$ cat config.mk
export PLATFORM = sky130hd
export DESIGN_NAME = priority_ceiling_lock_manager
export DESIGN_NICKNAME = d
export VERILOG_FILES = /design/src/sv/pclm_pkg.sv /design/src/sv/pclm_ctrl.sv /design/src/sv/pclm_dpath.sv /design/src/sv/priority_ceiling_lock_manager.sv
export VERILOG_INCLUDE_DIRS = /design/src /design/src/sv
export SDC_FILE = /design/constraint.sdc
export NUM_CORES = 1
export LEC_CHECK = 0
export BUFFER_PORTS_ARGS = -buffer_cell sky130_fd_sc_hd__buf_4
export CELL_PAD_IN_SITES_DETAIL_PLACEMENT = 0
export CELL_PAD_IN_SITES_GLOBAL_PLACEMENT = 1
export CORE_ASPECT_RATIO = 0.5
export CORE_MARGIN = 4
export CORE_UTILIZATION = 40
export CTS_BUF_LIST = sky130_fd_sc_hd__clkbuf_16
export DETAILED_ROUTE_END_ITERATION = 8
export PLACE_DENSITY = 0.84
export SLEW_MARGIN = 15
export SYNTH_ARGS = -nofsm -noshare
export SYNTH_HDL_FRONTEND = slang
export SYNTH_SLANG_ARGS = --single-unit
$ cat constraint.sdc
create_clock -name i_clk -period 12.95 [get_ports i_clk]
set_clock_uncertainty 0.15 [all_clocks]
set_input_delay 2.59 -clock i_clk [delete_from_list [all_inputs] [get_ports i_clk]]
set_output_delay 2.59 -clock i_clk [all_outputs]
set_load 0.005 [all_outputs]
$ cat src/sv/priority_ceiling_lock_manager_assert.svh
// assertion macros for the priority ceiling lock manager
// no dependencies, taken in by the top level
`ifndef PRIORITY_CEILING_LOCK_MANAGER_ASSERT_SVH
`define PRIORITY_CEILING_LOCK_MANAGER_ASSERT_SVH

// same-cycle implication, disabled while reset is low
`define PCLM_ASSERT_NOW(label, clk, rst_n, ante, cons) \
    label: assert property (@(posedge clk) disable iff (!(rst_n)) (ante) |-> (cons)) \
        else $error("pclm assertion failed");

// next-cycle implication, disabled while reset is low
`define PCLM_ASSERT_NEXT(label, clk, rst_n, ante, cons) \
    label: assert property (@(posedge clk) disable iff (!(rst_n)) (ante) |=> (cons)) \
        else $error("pclm assertion failed");

`endif

$ cat src/sv/pclm_pkg.sv
// types and constants of the priority ceiling lock manager
// no dependencies, used by every module of the block
package pclm_pkg;

    localparam int PRIO_BITS  = 5;
    localparam int MAX_RES    = 8;
    localparam int CEIL_W     = MAX_RES * PRIO_BITS;
    localparam int NUM_TASKS  = 16;
    localparam int CFG_DATA_W = 64;
    localparam int CFG_ADDR_W = 4;

    localparam logic REQ_LOCK   = 1'b0;
    localparam logic REQ_UNLOCK = 1'b1;

    localparam logic REG_CEILING_TABLE = 1'b0;

    typedef struct packed {
        logic                 req_type;
        logic [3:0]           task_id;
        logic [PRIO_BITS-1:0] task_priority;
        logic [2:0]           resource_id;
    } t_lock_req;

    typedef struct packed {
        logic                 granted;
        logic                 blocked;
        logic [PRIO_BITS-1:0] new_priority;
        logic                 wake_all;
        logic                 error;
    } t_lock_rsp;

    typedef struct packed {
        logic load;
        logic exec;
    } t_ctrl_cmd;

    typedef enum logic {
        S_IDLE,
        S_EXEC
    } t_state;

endpackage

$ cat src/sv/pclm_ctrl.sv
// controller state machine of the priority ceiling lock manager
// depends on pclm_pkg, drives the datapath by command struct
module pclm_ctrl (
    input  logic                i_clk,
    input  logic                i_rst_n,
    input  logic                i_start,
    output logic                o_busy,
    output pclm_pkg::t_ctrl_cmd o_cmd
);

    pclm_pkg::t_state r_state;
    pclm_pkg::t_state n_state;

    always_ff @(posedge i_clk) begin
        if (!i_rst_n) begin
            r_state <= pclm_pkg::S_IDLE;
        end else begin
            r_state <= n_state;
        end
    end

    always_comb begin
        n_state = r_state;
        o_cmd   = '0;
        o_busy  = 1'b0;
        unique case (r_state)
            pclm_pkg::S_IDLE: begin
                if (i_start) begin
                    o_cmd.load = 1'b1;
                    n_state    = pclm_pkg::S_EXEC;
                end
            end
            pclm_pkg::S_EXEC: begin
                o_busy     = 1'b1;
                o_cmd.exec = 1'b1;
                n_state    = pclm_pkg::S_IDLE;
            end
        endcase
    end

endmodule

$ cat src/sv/pclm_dpath.sv
// datapath of the priority ceiling lock manager: lock table, ceiling register,
// system ceiling reduction and result register; depends on pclm_pkg
module pclm_dpath #(
    parameter int NUM_RESOURCES = 8
) (
    input  logic                          i_clk,
    input  logic                          i_rst_n,
    input  pclm_pkg::t_ctrl_cmd           i_cmd,
    input  pclm_pkg::t_lock_req           i_req,
    input  logic                          i_cfg_we,
    input  logic [pclm_pkg::CEIL_W-1:0]   i_cfg_data,
    output logic [pclm_pkg::CEIL_W-1:0]   o_cfg_table,
    output pclm_pkg::t_lock_rsp           o_rsp,
    output logic                          o_valid
);

    localparam int PB = pclm_pkg::PRIO_BITS;

    pclm_pkg::t_lock_req         r_req;
    pclm_pkg::t_lock_rsp         r_rsp;
    pclm_pkg::t_lock_rsp         n_rsp;
    logic                        r_valid;
    logic [pclm_pkg::CEIL_W-1:0] r_table;
    logic                        r_held   [NUM_RESOURCES];
    logic [3:0]                  r_holder [NUM_RESOURCES];
    logic [PB-1:0]               r_saved  [NUM_RESOURCES];

    logic [PB-1:0] ceil_of [NUM_RESOURCES];
    logic          hit     [NUM_RESOURCES];
    logic [PB-1:0] sys_ceil;
    logic [PB-1:0] own_ceil;
    logic          cur_held;
    logic [3:0]    cur_holder;
    logic [PB-1:0] cur_saved;
    logic [PB-1:0] cur_ceil;
    logic          res_ok;
    logic          tid_ok;
    logic          do_grant;
    logic          do_release;

    // per-resource ceilings and selection of the addressed entry
    always_comb begin
        for (int r = 0; r < NUM_RESOURCES; r++) begin
            ceil_of[r] = r_table[PB*r +: PB];
            hit[r]     = (r_req.resource_id == 3'(r));
        end
    end

    // system ceiling and highest ceiling held by the requester
    always_comb begin
        sys_ceil   = '0;
        own_ceil   = '0;
        cur_held   = 1'b0;
        cur_holder = '0;
        cur_saved  = '0;
        cur_ceil   = '0;
        for (int r = 0; r < NUM_RESOURCES; r++) begin
            if (r_held[r]) begin
                if (ceil_of[r] > sys_ceil) begin
                    sys_ceil = ceil_of[r];
                end
                if (r_holder[r] == r_req.task_id && ceil_of[r] > own_ceil) begin
                    own_ceil = ceil_of[r];
                end
            end
            if (hit[r]) begin
                cur_held   = r_held[r];
                cur_holder = r_holder[r];
                cur_saved  = r_saved[r];
                cur_ceil   = ceil_of[r];
            end
        end
    end

    always_comb begin
        res_ok             = (32'(r_req.resource_id) < NUM_RESOURCES);
        tid_ok             = (32'(r_req.task_id) < pclm_pkg::NUM_TASKS);
        do_grant           = 1'b0;
        do_release         = 1'b0;
        n_rsp              = '0;
        n_rsp.new_priority = r_req.task_priority;
        if (!res_ok || !tid_ok) begin
            n_rsp.error = 1'b1;
        end else if (r_req.req_type == pclm_pkg::REQ_LOCK) begin
            if (cur_held) begin
                n_rsp.blocked = 1'b1;
            end else if (r_req.task_priority > sys_ceil || own_ceil == sys_ceil) begin
                do_grant           = 1'b1;
                n_rsp.granted      = 1'b1;
                n_rsp.new_priority = cur_ceil;
            end else begin
                n_rsp.blocked = 1'b1;
            end
        end else begin
            if (cur_held && cur_holder == r_req.task_id) begin
                do_release         = 1'b1;
                n_rsp.granted      = 1'b1;
                n_rsp.wake_all     = 1'b1;
                n_rsp.new_priority = cur_saved;
            end else begin
                n_rsp.error = 1'b1;
            end
        end
    end

    always_ff @(posedge i_clk) begin
        if (!i_rst_n) begin
            r_valid <= 1'b0;
            r_table <= '0;
            for (int r = 0; r < NUM_RESOURCES; r++) begin
                r_held[r] <= 1'b0;
            end
        end else begin
            r_valid <= i_cmd.exec;
            if (i_cfg_we) begin
                r_table <= i_cfg_data;
            end
            for (int r = 0; r < NUM_RESOURCES; r++) begin
                if (i_cmd.exec && hit[r]) begin
                    if (do_grant) begin
                        r_held[r] <= 1'b1;
                    end else if (do_release) begin
                        r_held[r] <= 1'b0;
                    end
                end
            end
        end
    end

    always_ff @(posedge i_clk) begin
        if (i_cmd.load) begin
            r_req <= i_req;
        end
        if (i_cmd.exec) begin
            r_rsp <= n_rsp;
        end
        for (int r = 0; r < NUM_RESOURCES; r++) begin
            if (i_cmd.exec && hit[r] && do_grant) begin
                r_holder[r] <= r_req.task_id;
                r_saved[r]  <= r_req.task_priority;
            end
        end
    end

    assign o_cfg_table = r_table;
    assign o_rsp       = r_rsp;
    assign o_valid     = r_valid;

endmodule

$ cat src/sv/priority_ceiling_lock_manager.sv
// top level of the priority ceiling lock manager: apb register port and glue
// depends on pclm_pkg, pclm_ctrl, pclm_dpath and the assertion macro header
//
// An item is accepted at a clock edge with start high and busy low. busy is
// then high for one cycle while the datapath evaluates the request against the
// lock table (system ceiling taken as a max over all held resources in that
// cycle), and the result appears on o_result with o_valid high for exactly
// one cycle after that; the receiver cannot stall it. busy is already low in
// the cycle the result shows, so a new item can be taken then, once the load
// and evaluate steps of the controller are done. The ceiling table is one
// 64-bit apb register, selected when paddr bit 3 is low, bits 39:0 used.
`include "priority_ceiling_lock_manager_assert.svh"

module priority_ceiling_lock_manager #(
    parameter int NUM_RESOURCES = 8
) (
    input  logic                              i_clk,
    input  logic                              i_rst_n,
    input  logic                              start,
    output logic                              busy,
    input  pclm_pkg::t_lock_req               i_req,
    output pclm_pkg::t_lock_rsp               o_result,
    output logic                              o_valid,
    input  logic                              psel,
    input  logic                              penable,
    input  logic                              pwrite,
    input  logic [pclm_pkg::CFG_ADDR_W-1:0]   paddr,
    input  logic [pclm_pkg::CFG_DATA_W-1:0]   pwdata,
    output logic [pclm_pkg::CFG_DATA_W-1:0]   prdata,
    output logic                              pready
);

    pclm_pkg::t_ctrl_cmd         cmd;
    logic                        cfg_we;
    logic [pclm_pkg::CEIL_W-1:0] cfg_table;

    assign pready = 1'b1;
    assign cfg_we = psel && penable && pwrite && pready
                    && (paddr[3] == pclm_pkg::REG_CEILING_TABLE);
    assign prdata = (paddr[3] == pclm_pkg::REG_CEILING_TABLE)
                    ? pclm_pkg::CFG_DATA_W'(cfg_table) : '0;

    pclm_ctrl u_ctrl (
        .i_clk   (i_clk),
        .i_rst_n (i_rst_n),
        .i_start (start),
        .o_busy  (busy),
        .o_cmd   (cmd)
    );

    pclm_dpath #(
        .NUM_RESOURCES (NUM_RESOURCES)
    ) u_dpath (
        .i_clk       (i_clk),
        .i_rst_n     (i_rst_n),
        .i_cmd       (cmd),
        .i_req       (i_req),
        .i_cfg_we    (cfg_we),
        .i_cfg_data  (pwdata[pclm_pkg::CEIL_W-1:0]),
        .o_cfg_table (cfg_table),
        .o_rsp       (o_result),
        .o_valid     (o_valid)
    );

    `PCLM_ASSERT_NEXT(a_accept_busy, i_clk, i_rst_n, start && !busy, busy && cmd.exec)
    `PCLM_ASSERT_NEXT(a_exec_result, i_clk, i_rst_n, cmd.exec, o_valid)
    `PCLM_ASSERT_NOW(a_result_idle, i_clk, i_rst_n, o_valid, !busy)
    `PCLM_ASSERT_NOW(a_one_outcome, i_clk, i_rst_n, o_valid, $onehot({o_result.granted, o_result.blocked, o_result.error}) && (!o_result.wake_all || o_result.granted))

endmodule
==> impl_metrics.json <==
{
  "drt-initial-drc-count": 758,
  "use_met2_pct": 34.1,
  "wl_per_cell_um": 19.4,
  "cts_made_buffers": 17,
  "fmax_ghz": 0.0801,
  "tightest_slew_ps": 1220,
  "synth.ff_latch_count": 144,
  "setup.worst_path.start_class": "flip-flop",
  "die_y_um": 121,
  "viasPerCell": 5.51,
  "power_density_nw_per_um2": 103,
  "grt_max_degree": 49,
  "critical_path_class": "flip-flop to flip-flop",
  "setup_viol": 0,
  "antenna_found_initial": 0,
  "vias": 9163,
  "ios": 163,
  "fin_nets": 1465,
  "syn-mean-instance-area_sq_um": 9.18,
  "critical_path.startpoint": "u_dpath.r_held[0][0]",
  "grt.total_usage_pct": 22.3,
  "synth_flop_cell": "edfxtp_1",
  "fin_crit_ps": 12490,
  "synth_top_area_share_pct": 30.1,
  "busiest_layer": "met2",
  "run_status": "finished, final reports clean",
  "synthXorXnorAreaFrac_pct": 5.14,
  "met3_usage_pct": 4.00,
  "die_w_um": 233,
  "reg2reg_from": "u_dpath.r_held[0][0]",
  "fp.coreArea_sq_um": 24500,
  "ys_seq_area_share_pct": 38.4,
  "synth_top_family_by_area": "simple AND/OR/NAND/NOR gates",
  "cts_sinks": 144,
  "synth-edff-count": 102,
  "hold_buffers": 0,
  "peakVddDrop_mv": 0.103,
  "htreeDepth": 4,
  "netlist_area_sq_um": 10200,
  "synth_mux_area_share_pct": 6.78,
  "totalWireLength_um": 32300,
  "insertion_delay_ps": 450,
  "grt_pass1_wl_um": 48800,
  "drive_gt1_share_pct": 30.6,
  "yosys.area_share.adder_pct": 7.95,
  "grt_pass1_vias": 8695,
  "min_from": "u_dpath.o_cfg_table[10]",
  "start_util_pct": 41.5,
  "slew_violations": 0,
  "maxSlewHeadroom_pct": 18.2,
  "yosysTopAreaCell": "edfxtp_1",
  "arrival_ps": 12550,
  "synth_cell_types": 85,
  "total_power_mw": 1.34,
  "clockRootBuffer": "clkbuf_16",
  "mostFrequentLayoutCell": "buf_4",
  "die_area_sq_um": 28200,
  "portBuffers": 110,
  "yosys_warnings": 0,
  "ant_nets": 0,
  "critPathMaxFanout": 9,
  "cp_slowest_cell": "edfxtp_1",
  "cp_data_required_time_ps": 13010,
  "critical-path-top-delay-family": "compound AO/OA/AOI/OAI gates",
  "synth_compound_area_share_pct": 17.2,
  "grt_overflow": 0,
  "leakagePower_nw": 5.15,
  "synth_area_leaders": "edfxtp_1 (30%), dfxtp_1 (8.3%), ha_1 (7.8%), nand2_1 (5.1%), a21oi_1 (5.0%)",
  "cts.path.max_buffers": 2,
  "final-hold-violation-count": 0,
  "gp_congestion": 0.906,
  "cpPeakStageDelay_ps": 460,
  "cts_tree": "built",
  "use_met1_pct": 32.4,
  "dp_hpwl_um": 23400,
  "rows": 40,
  "clk_pin_slew_ps": 70,
  "path_buf_inv": 13,
  "drc": 0,
  "hold_path.class": "flip-flop to flip-flop",
  "fin_tns_setup_ps": 0,
  "cp-end-kind": "flip-flop",
  "final_cell_mix": "buf_4 (238), nand2_1 (132), edfxtp_1 (102)",
  "antenna_cells": 0,
  "area_delta_synth_final_pct": 28.7,
  "synthArstFlopShare_pct": 0,
  "drtPass1Iterations": 7,
  "cap_viol_max_count": 0,
  "period_share_pct": 96.4,
  "netlist_instances": 1108,
  "synth-simple-area-share_pct": 17.2
}
synth_stat cells, types with 11 or more instances:
master	count
a21oi_1	101
a22oi_1	11
buf_4	26
clkbuf_1	39
dfxtp_1	42
edfxtp_1	102
ha_1	63
inv_1	73
mux2_2	19
mux2i_1	30
nand2_1	137
nand3_1	34
nand4_1	13
nor2_1	81
nor2b_1	31
o21ai_0	45
xnor2_1	34
xor2_1	22
worst paths after layout:
kind	cells past startpoint	end	slack, ps
setup / recovery	68	u_dpath.o_rsp[8]	460
hold / removal	2	u_dpath.o_cfg_table[10]	310
setup reg to reg	68	u_dpath.o_rsp[8]	460
hold reg to reg	2	u_dpath.o_cfg_table[10]	310
cells by family after synthesis:
| kind of cell | Yosys count |
|---|---|
| buffers and inverters | 155 |
| AOI/OAI and AO/OA | 266 |
| muxes | 58 |
| xor gates and xnor gates | 58 |
| other | 2 |
| and+or+nand+nor | 360 |
| adders and majority gates | 65 |
| DFF | 144 |
registers in the layout (all words and copies together), names as in the netlist:
signal / cells
u_ctrl.r_state: 1
u_dpath.o_cfg_table: 40
u_dpath.o_rsp: 9
u_dpath.o_valid: 1
u_dpath.r_held: 8
u_dpath.r_holder: 32
u_dpath.r_req: 13
u_dpath.r_saved: 40
repair_timing:
item                                    CTS  global route
gates resized for setup                   7            97
pin swaps                                 1            25
endpoints found under the setup margin   87            93
setup buffers                             3            20
gates cloned                              0             1
worst register-to-register path: cells and delay by family, from the launching register on:
family / cells / cell delay [ps]
AND/OR/NAND/NOR: 11 / 1230
adder cells (fa/ha/maj): 8 / 2220
buffers and inverters: 13 / 1590
flip-flops: 1 / 460
AO/OA/AOI/OAI: 32 / 5310
multiplexers: 4 / 1300
layout make-up:
cell class / count / area [sq um]
fill: 2214 / 11400
clock inverter: 15 / 154
timing repair buffer: 245 / 1870
inverter: 74 / 278
tap: 336 / 420
multi-input combinational: 833 / 6040
clock buffer: 17 / 425
sequential: 144 / 3900
metrics by stage:
| stage | cells | util [%] | hold WS (ps) | worst slack (ps) | area, sq um |
|---|---|---|---|---|---|
| 2_1_floorplan | 1131 | - | 286 | 143 | 10300 |
| 3_3_place_gp | 1608 | 48.6 | 293 | -16.4 | 11900 |
| 3_5_place_dp | 1608 | 48.6 | 302 | -154 | 11900 |
| 4_1_cts | 1643 | 51.1 | 312 | 9.27 | 12500 |
| 5_1_grt | 1664 | 53.5 | 345 | -233 | 13100 |
| 6_report | 1664 | 53.5 | 311 | 464 | 13100 |
report_power, final:
group          leakage, nW  internal, mW  switching [mW]
Combinational         3.59         0.146           0.181
Clock                0.279         0.270           0.224
Sequential            1.28         0.507          0.0165
layer usage:
metal  part of all wire, %  up-vias
met5                     0        -
met4                   1.5        0
met2                    45      282
li1                      -     4334
met3                   6.1       40
met1                    47     4507
Power figures use the tool's default switching activity.
